### config.mk
export PLATFORM = sky130hd
export DESIGN_NAME = log_record_stream_parser
export DESIGN_NICKNAME = d
export VERILOG_FILES = /design/src/rtl/lrsp_pkg.sv /design/src/rtl/lrsp_core.sv /design/src/rtl/log_record_stream_parser.sv
export SDC_FILE = /design/constraint.sdc
export NUM_CORES = 1
export LEC_CHECK = 0
export ABC_AREA = 1
export BUFFER_PORTS_ARGS = -buffer_cell sky130_fd_sc_hd__buf_2
export CORE_MARGIN = 2
export CORE_UTILIZATION = 35
export CTS_CLUSTER_DIAMETER = 100
export DETAILED_ROUTE_END_ITERATION = 6
export SYNTH_ARGS = -nofsm -noshare
export SYNTH_HDL_FRONTEND = slang
export SYNTH_SLANG_ARGS = --single-unit
### constraint.sdc
create_clock -name clk -period 11.1 [get_ports clk]
set_input_delay 2.22 -clock clk [delete_from_list [all_inputs] [get_ports clk]]
set_output_delay 2.22 -clock clk [all_outputs]
set_load 0.03 [all_outputs]
### src/rtl/lrsp_pkg.sv
// ----------------------------------------------------------------------------
// lrsp_pkg
// shared types and status codes for the log record stream parser
// ----------------------------------------------------------------------------
`default_nettype none

package lrsp_pkg;

	// one input transaction: a byte of the log image
	typedef struct packed {
		logic [7:0] data_byte;
		logic       last_byte;
	} in_item_t;

	// one result transaction
	typedef struct packed {
		logic [1:0]  byte_kind;
		logic [7:0]  payload_byte;
		logic        is_tombstone;
		logic [63:0] sequence_number;
		logic        batch_commit;
		logic        verdict_valid;
		logic [2:0]  parse_status;
		logic [31:0] good_offset;
	} out_item_t;

	// byte kinds
	localparam logic [1:0] KIND_FRAME  = 2'd0;
	localparam logic [1:0] KIND_KEY    = 2'd1;
	localparam logic [1:0] KIND_VALUE  = 2'd2;
	localparam logic [1:0] KIND_RECORD = 2'd3;

	// verdict codes
	localparam logic [2:0] ST_CLEAN      = 3'd0;
	localparam logic [2:0] ST_INCOMPLETE = 3'd1;
	localparam logic [2:0] ST_BAD_HEADER = 3'd2;
	localparam logic [2:0] ST_BAD_OP     = 3'd3;
	localparam logic [2:0] ST_BAD_LEN    = 3'd4;
	localparam logic [2:0] ST_BAD_DELIM  = 3'd5;

	localparam logic [2:0] HEADER_LEN = 3'd5;

endpackage

`default_nettype wire

### src/rtl/lrsp_core.sv
// ----------------------------------------------------------------------------
// lrsp_core
// parse state and one-byte step logic; state advances on each enabled byte
// ----------------------------------------------------------------------------
`default_nettype none

module lrsp_core #(
	parameter int OFFSET_WIDTH = 32
) (
	input  wire                  clk,
	input  wire                  arst_n,
	input  wire                  en,
	input  lrsp_pkg::in_item_t   item,
	output lrsp_pkg::out_item_t  result
);
	import lrsp_pkg::*;

	typedef enum logic [3:0] {
		PH_COUNT,
		PH_OP,
		PH_OP_COMMA,
		PH_OP_COMMA_BAD,
		PH_SEQ,
		PH_KLEN,
		PH_KEY,
		PH_EQ,
		PH_VLEN,
		PH_VAL,
		PH_NL
	} phase_t;

	localparam logic [7:0] CH_COMMA = 8'h2C;
	localparam logic [7:0] CH_EQ    = 8'h3D;
	localparam logic [7:0] CH_NL    = 8'h0A;
	localparam logic [7:0] CH_P     = 8'h50;
	localparam logic [7:0] CH_D     = 8'h44;

	localparam logic [OFFSET_WIDTH-1:0] OFFS_RESET = OFFSET_WIDTH'(HEADER_LEN);

	logic [2:0]              hdr_q, hdr_d;
	phase_t                  phase_q, phase_d;
	logic [63:0]             acc_q, acc_d;
	logic                    seen_q, seen_d;
	logic                    ovf_q, ovf_d;
	logic [63:0]             field_q, field_d;
	logic [63:0]             recs_q, recs_d;
	logic                    tomb_q, tomb_d;
	logic [63:0]             seq_q, seq_d;
	logic [OFFSET_WIDTH-1:0] offs_q, offs_d;
	logic [OFFSET_WIDTH-1:0] bstart_q, bstart_d;
	logic [2:0]              status_q, status_d;

	logic [7:0]  b;
	logic [7:0]  want;
	logic        is_digit;
	logic [67:0] acc_x;
	logic        acc_ovf;
	logic        num_phase;
	logic        num_done;

	assign b = item.data_byte;

	// header byte expected at each position: "LWAL" then version 1
	always_comb begin
		case (hdr_q)
			3'd0:    want = 8'h4C;
			3'd1:    want = 8'h57;
			3'd2:    want = 8'h41;
			3'd3:    want = 8'h4C;
			default: want = 8'h01;
		endcase
	end

	// acc * 10 + digit, the top nibble flags a pass beyond 64 bits
	assign is_digit = (b >= 8'h30) && (b <= 8'h39);
	assign acc_x    = ({4'b0, acc_q} << 3) + ({4'b0, acc_q} << 1) + 68'(b[3:0]);
	assign acc_ovf  = |acc_x[67:64];

	assign num_phase = (phase_q == PH_COUNT) || (phase_q == PH_SEQ) ||
		(phase_q == PH_KLEN) || (phase_q == PH_VLEN);

	always_comb begin
		hdr_d    = hdr_q;
		phase_d  = phase_q;
		acc_d    = acc_q;
		seen_d   = seen_q;
		ovf_d    = ovf_q;
		field_d  = field_q;
		recs_d   = recs_q;
		tomb_d   = tomb_q;
		seq_d    = seq_q;
		offs_d   = offs_q + OFFSET_WIDTH'(1);
		bstart_d = bstart_q;
		status_d = status_q;
		num_done = 1'b0;
		result   = '0;

		if (status_q != ST_CLEAN) begin
			// sticky error: ignore until the last byte
		end else if (hdr_q < HEADER_LEN) begin
			if (b != want) begin
				status_d = ST_BAD_HEADER;
			end else begin
				hdr_d = hdr_q + 3'd1;
			end
		end else begin
			// shared decimal field handling
			if (num_phase) begin
				if (is_digit) begin
					if (acc_ovf) begin
						ovf_d = 1'b1;
					end else begin
						acc_d = acc_x[63:0];
					end
					seen_d = 1'b1;
				end else if (!seen_q) begin
					status_d = ST_BAD_LEN;
				end else if (ovf_q) begin
					status_d = ST_INCOMPLETE;
				end else if (b != CH_COMMA) begin
					status_d = ST_BAD_DELIM;
				end else begin
					num_done = 1'b1;
					acc_d    = '0;
					seen_d   = 1'b0;
					ovf_d    = 1'b0;
				end
			end

			case (phase_q)
				PH_COUNT: begin
					if (num_done) begin
						recs_d = acc_q;
						if (acc_q == '0) begin
							result.batch_commit = 1'b1;
							bstart_d = offs_d;
						end else begin
							phase_d = PH_OP;
						end
					end
				end
				PH_OP: begin
					if (b == CH_P) begin
						tomb_d  = 1'b0;
						phase_d = PH_OP_COMMA;
					end else if (b == CH_D) begin
						tomb_d  = 1'b1;
						phase_d = PH_OP_COMMA;
					end else begin
						phase_d = PH_OP_COMMA_BAD;
					end
				end
				PH_OP_COMMA: begin
					if (b == CH_COMMA) begin
						phase_d = PH_SEQ;
					end else begin
						status_d = ST_BAD_DELIM;
					end
				end
				PH_OP_COMMA_BAD: begin
					status_d = (b == CH_COMMA) ? ST_BAD_OP : ST_BAD_DELIM;
				end
				PH_SEQ: begin
					if (num_done) begin
						seq_d   = acc_q;
						phase_d = PH_KLEN;
					end
				end
				PH_KLEN: begin
					if (num_done) begin
						field_d = acc_q;
						phase_d = (acc_q != '0) ? PH_KEY : PH_EQ;
					end
				end
				PH_VLEN: begin
					if (num_done) begin
						field_d = acc_q;
						phase_d = (acc_q != '0) ? PH_VAL : PH_NL;
					end
				end
				PH_KEY: begin
					result.byte_kind    = KIND_KEY;
					result.payload_byte = b;
					field_d = field_q - 64'd1;
					if (field_q == 64'd1) begin
						phase_d = PH_EQ;
					end
				end
				PH_VAL: begin
					result.byte_kind    = KIND_VALUE;
					result.payload_byte = b;
					field_d = field_q - 64'd1;
					if (field_q == 64'd1) begin
						phase_d = PH_NL;
					end
				end
				PH_EQ: begin
					if (b == CH_EQ) begin
						phase_d = PH_VLEN;
					end else begin
						status_d = ST_BAD_DELIM;
					end
				end
				PH_NL: begin
					if (b == CH_NL) begin
						result.byte_kind       = KIND_RECORD;
						result.is_tombstone    = tomb_q;
						result.sequence_number = seq_q;
						recs_d = recs_q - 64'd1;
						if (recs_q == 64'd1) begin
							result.batch_commit = 1'b1;
							bstart_d = offs_d;
							phase_d  = PH_COUNT;
						end else begin
							phase_d = PH_OP;
						end
					end else begin
						status_d = ST_BAD_DELIM;
					end
				end
				default: begin
					phase_d = PH_COUNT;
					acc_d   = '0;
					seen_d  = 1'b0;
					ovf_d   = 1'b0;
				end
			endcase
		end

		// verdict on the final byte of the image
		if (item.last_byte) begin
			result.verdict_valid = 1'b1;
			result.good_offset   = 32'(bstart_d);
			if (status_d != ST_CLEAN) begin
				result.parse_status = status_d;
			end else if (hdr_d < HEADER_LEN) begin
				result.parse_status = ST_BAD_HEADER;
			end else if ((phase_d == PH_COUNT) && !seen_d) begin
				result.parse_status = ST_CLEAN;
			end else begin
				result.parse_status = ST_INCOMPLETE;
			end
		end
	end

	always_ff @(posedge clk or negedge arst_n) begin
		if (!arst_n) begin
			hdr_q    <= '0;
			phase_q  <= PH_COUNT;
			acc_q    <= '0;
			seen_q   <= 1'b0;
			ovf_q    <= 1'b0;
			field_q  <= '0;
			recs_q   <= '0;
			tomb_q   <= 1'b0;
			seq_q    <= '0;
			offs_q   <= '0;
			bstart_q <= OFFS_RESET;
			status_q <= ST_CLEAN;
		end else if (en) begin
			if (item.last_byte) begin
				// image done: start over for the next one
				hdr_q    <= '0;
				phase_q  <= PH_COUNT;
				acc_q    <= '0;
				seen_q   <= 1'b0;
				ovf_q    <= 1'b0;
				field_q  <= '0;
				recs_q   <= '0;
				tomb_q   <= 1'b0;
				seq_q    <= '0;
				offs_q   <= '0;
				bstart_q <= OFFS_RESET;
				status_q <= ST_CLEAN;
			end else begin
				hdr_q    <= hdr_d;
				phase_q  <= phase_d;
				acc_q    <= acc_d;
				seen_q   <= seen_d;
				ovf_q    <= ovf_d;
				field_q  <= field_d;
				recs_q   <= recs_d;
				tomb_q   <= tomb_d;
				seq_q    <= seq_d;
				offs_q   <= offs_d;
				bstart_q <= bstart_d;
				status_q <= status_d;
			end
		end
	end

endmodule

`default_nettype wire

### src/rtl/log_record_stream_parser.sv
// ----------------------------------------------------------------------------
// log_record_stream_parser
// byte-serial parser for write-ahead-log images with tagged record output
// ----------------------------------------------------------------------------
// usage:
//   log channel (log_valid / log_stall / log_data) takes one byte of the image
//   per transaction; log_data.last_byte marks the final byte of an image.
//   res channel (res_valid / res_stall / res_data) gives exactly one result
//   transaction per input byte, in order: tagged key/value bytes, record
//   complete with sequence and tombstone flag, batch commit pulse, and on the
//   last byte the verdict with the offset after the last committed batch.
// path: a byte accepted into the input register is stepped and its result written to the result buffer.
// throughput: one byte per cycle while the result buffer has room; the step logic between
//   the input register and the result buffer is combinational.
// reset: arst_n clears the parse state to the start of a new image, empties
//   the input register and the result buffer. The last byte of an image also
//   returns the parse state to its start.
// stall: a two-entry result buffer lets the input register keep moving while
//   one result waits; log_stall rises only when the buffer is full and a byte
//   is held in the input register.
// ----------------------------------------------------------------------------
`default_nettype none

module log_record_stream_parser #(
	parameter int OFFSET_WIDTH = 32
) (
	input  wire                  clk,
	input  wire                  arst_n,
	input  wire                  log_valid,
	output logic                 log_stall,
	input  lrsp_pkg::in_item_t   log_data,
	output logic                 res_valid,
	input  wire                  res_stall,
	output lrsp_pkg::out_item_t  res_data
);
	import lrsp_pkg::*;

	// input register
	logic      valid_s1;
	in_item_t  item_s1;

	// result buffer, two entries
	out_item_t buf_q [2];
	logic      wr_q;
	logic      rd_q;
	logic [1:0] count_q;

	out_item_t step_result;
	logic      take;
	logic      adv;
	logic      pop;
	logic      full;

	assign full      = (count_q == 2'd2);
	// step the byte in the input register whenever the buffer has room
	assign adv       = valid_s1 && !full;
	assign log_stall = valid_s1 && full;
	assign take      = log_valid && !log_stall;
	assign res_valid = (count_q != 2'd0);
	assign res_data  = buf_q[rd_q];
	assign pop       = res_valid && !res_stall;

	lrsp_core #(
		.OFFSET_WIDTH(OFFSET_WIDTH)
	) u_core (
		.clk    (clk),
		.arst_n (arst_n),
		.en     (adv),
		.item   (item_s1),
		.result (step_result)
	);

	always_ff @(posedge clk or negedge arst_n) begin
		if (!arst_n) begin
			valid_s1 <= 1'b0;
		end else begin
			if (take) begin
				valid_s1 <= 1'b1;
			end else if (adv) begin
				valid_s1 <= 1'b0;
			end
		end
	end

	// payload of the input register needs no reset
	always_ff @(posedge clk) begin
		if (take) begin
			item_s1 <= log_data;
		end
	end

	always_ff @(posedge clk or negedge arst_n) begin
		if (!arst_n) begin
			wr_q    <= 1'b0;
			rd_q    <= 1'b0;
			count_q <= 2'd0;
		end else begin
			if (adv) begin
				wr_q <= ~wr_q;
			end
			if (pop) begin
				rd_q <= ~rd_q;
			end
			case ({adv, pop})
				2'b10:   count_q <= count_q + 2'd1;
				2'b01:   count_q <= count_q - 2'd1;
				default: count_q <= count_q;
			endcase
		end
	end

	always_ff @(posedge clk) begin
		if (adv) begin
			buf_q[wr_q] <= step_result;
		end
	end

endmodule

`default_nettype wire

==> results.ini <==
[place]
gp_congestion = 0.945
dp.cells = 6062
place_ws_ns = 6.68
portBuffers = 126
place_hpwl_microns = 79500
placed_area_sq_um = 37200

[sta]
finalCritPeriodShare = 0.449
fin_setup_tns_ns = 0
hold_ws_ns = 0.475
maxSlewHeadroom = 0.253
worst_slack_ns = 6.11
rsz0062_at_grt = false
finalSetupViolCount = 0
hold_viol = 0
worst-slew-pin-transition_ns = 1.12
finClkSkew_ns = 0.0212
maxSlewViolCount = 0
min_period_ns = 4.99
timing.fmax_mhz = 201

[finish]
nets = 4920
drive_gt1_frac = 0.0903
regArea_sq_um = 15500
finish.instance_area_sq_um = 39200
final_common_cell = nand2_1
fin_cells = 6176
post-route-util = 0.391
multi_input_area_sq_um = 17500
area_growth_pct = 10.6
diodes = 0
fillerInstances = 10429
final_cell_mix = nand2_1, nor2_1, inv_1

[clock_tree]
cts_resized = 0
htree_levels = 2
cts_tree = done
cts_setup_buffers = 0
path_clk_slew_ns = 0.06
cts_buffers = 60
clockBufferDepth = 3
cts_hold_buf = 0
clkLatencyLatePin_ns = 0.66
root_buffer = clkbuf_16
clock-sinks = 571

[grt]
grtUsageTotal = 0.204
grt_first_pass_wirelength_microns = 168000
antenna_found_initial = 2
grt_pass1_vias = 29611
grt-ovfl-total = 0
grt_max_degree = 114

[floorplanning]
std_cell_rows = 116
core_sq_um = 100000
fp.dieH_microns = 322
die_area_sq_um = 104000
initial_core_util = 0.353
io_pins = 127
chipWidth_microns = 322

[synth]
yosysTopAreaCell = dfrtp_1
yosys_warnings = 0
syn-num-nets = 4867
synth_cell_type_count = 69
ys.flop_type = dfrtp_1
netlist.area_leader.share = 0.237
synth-async-reset-ratio = 0.592
ys_seq_area_frac = 0.436
yosys-top-cells-area = dfrtp_1, edfxtp_1, nand2_1, nor2_1, ha_1
synthCells = 4714
synth_area_sq_um = 35400
avgSynthCellArea_sq_um = 7.52
synth-edff-count = 233
ys_seq_elements = 571

[pwr]
p_sw_frac = 0.379
p_leak_nw = 18.6
total_power_mw = 6.57
power_frac_comb = 0.288
clkPwrFrac = 0.310
power_switching_mw = 2.49
p_int_mw = 4.08
peakVddDrop_mv = 0.130
power.density_nw_per_um2 = 168
seqPwrFrac = 0.402

[run]
drv_cap = 0

[critical_path]
crit_type = reg2out
critical_path_required_ns = 8.88
crit_path_start_kind = register
critical_path_peak_fanout = 112
arrival_ns = 2.77
end_kind = primary output

[routing]
drc = 0
ant_nets = 0
num_vias = 31428
drtPass1Iterations = 6
avgRoutedWirePerCell_microns = 17.4
postRouteWirelength_microns = 108000
drt_iter0_drc = 2705
vias_per_cell = 5.09

[run_status]
status = finished, final reports clean

[worst_hold_path]
hp-class = reg2reg

worst paths after layout:
check | from | endpoint | slack, ns | depth (start not counted)
worst max-delay path | rd_q | res_data[58] | 6.11 | 5
worst min-delay path | u_core.seq_q[14] | u_core.seq_q[14] | 0.47 | 2
worst max register to register | item_s1[4] | u_core.acc_q[37] | 6.67 | 20
worst min register to register | u_core.seq_q[14] | u_core.seq_q[14] | 0.47 | 2
max in group asynchronous | arst_n | u_core.offs_q[25] | 7.97 | 2
min in group asynchronous | arst_n | u_core.acc_q[25] | 1.60 | 1
final cells by class:
| cell class | count | area share |
|---|---|---|
| Clock buffer | 82 | 0.0417 |
| Clock inverter | 32 | 0.00868 |
| Inverter | 442 | 0.0424 |
| Multi-Input combinational cell | 3534 | 0.447 |
| Sequential cell | 571 | 0.394 |
| Tap cell | 1357 | 0.0433 |
| Timing Repair Buffer | 158 | 0.0225 |
worst max-delay path: stages (launching register included):
cell and delay, ns:
dfrtp_4 0.69, clkinv_2 0.09, buf_4 0.78, nand2_1 0.13
nand2_1 0.10, buf_2 0.19
synth_stat cells, types with 41 or more instances:
cell type     n
nand3_2      59
a21oi_1     185
ha_1        138
edfxtp_1    233
nor3_1       66
o21ai_1      95
inv_1       416
xor2_1       74
o22ai_1      41
clkbuf_1     97
o21ai_0     230
nor2_1      595
dfrtp_1     336
nand3_1     172
nand2_1    1574
routing by layer:
metal | wire [microns] | up-vias | track usage
met4 | 2470 | 0 | 0.0492
met5 | 0 | - | 0
met3 | 5990 | 156 | 0.0234
met2 | 49200 | 867 | 0.332
li1 | - | 15451 | -
met1 | 50100 | 14954 | 0.291
power groups by stage:
stage	clock network [mW]	registers (mW)	logic, mW
2_1_floorplan	0	2.67	1.39
3_3_place_gp	0	2.69	1.89
3_5_place_dp	0	2.69	1.91
4_1_cts	2.08	2.65	1.91
5_1_grt	2.16	2.67	2.08
6_report	2.04	2.64	1.89
cells by family after synthesis:
group / count (synthesis) / share of synthesized area
AND/OR/NAND/NOR: 2623 / 0.312
flip-flops: 571 / 0.436
buffers and inverters: 609 / 0.0707
XOR/XNOR: 109 / 0.0269
AO/OA/AOI/OAI: 662 / 0.105
adder cells (fa/ha/maj): 140 / 0.0498
flip-flops by register name, summed over array words and instances (netlist names), 2 cells and up:
signal and flops:
buf_q 224, u_core.recs_q 64, u_core.bstart_q 32, u_core.offs_q 32, u_core.field_q 64, u_core.seq_q 64, u_core.phase_q 4, u_core.hdr_q 3
item_s1 9, count_q 2, u_core.status_q 3, u_core.acc_q 64
(Power assumes the default switching activity.)
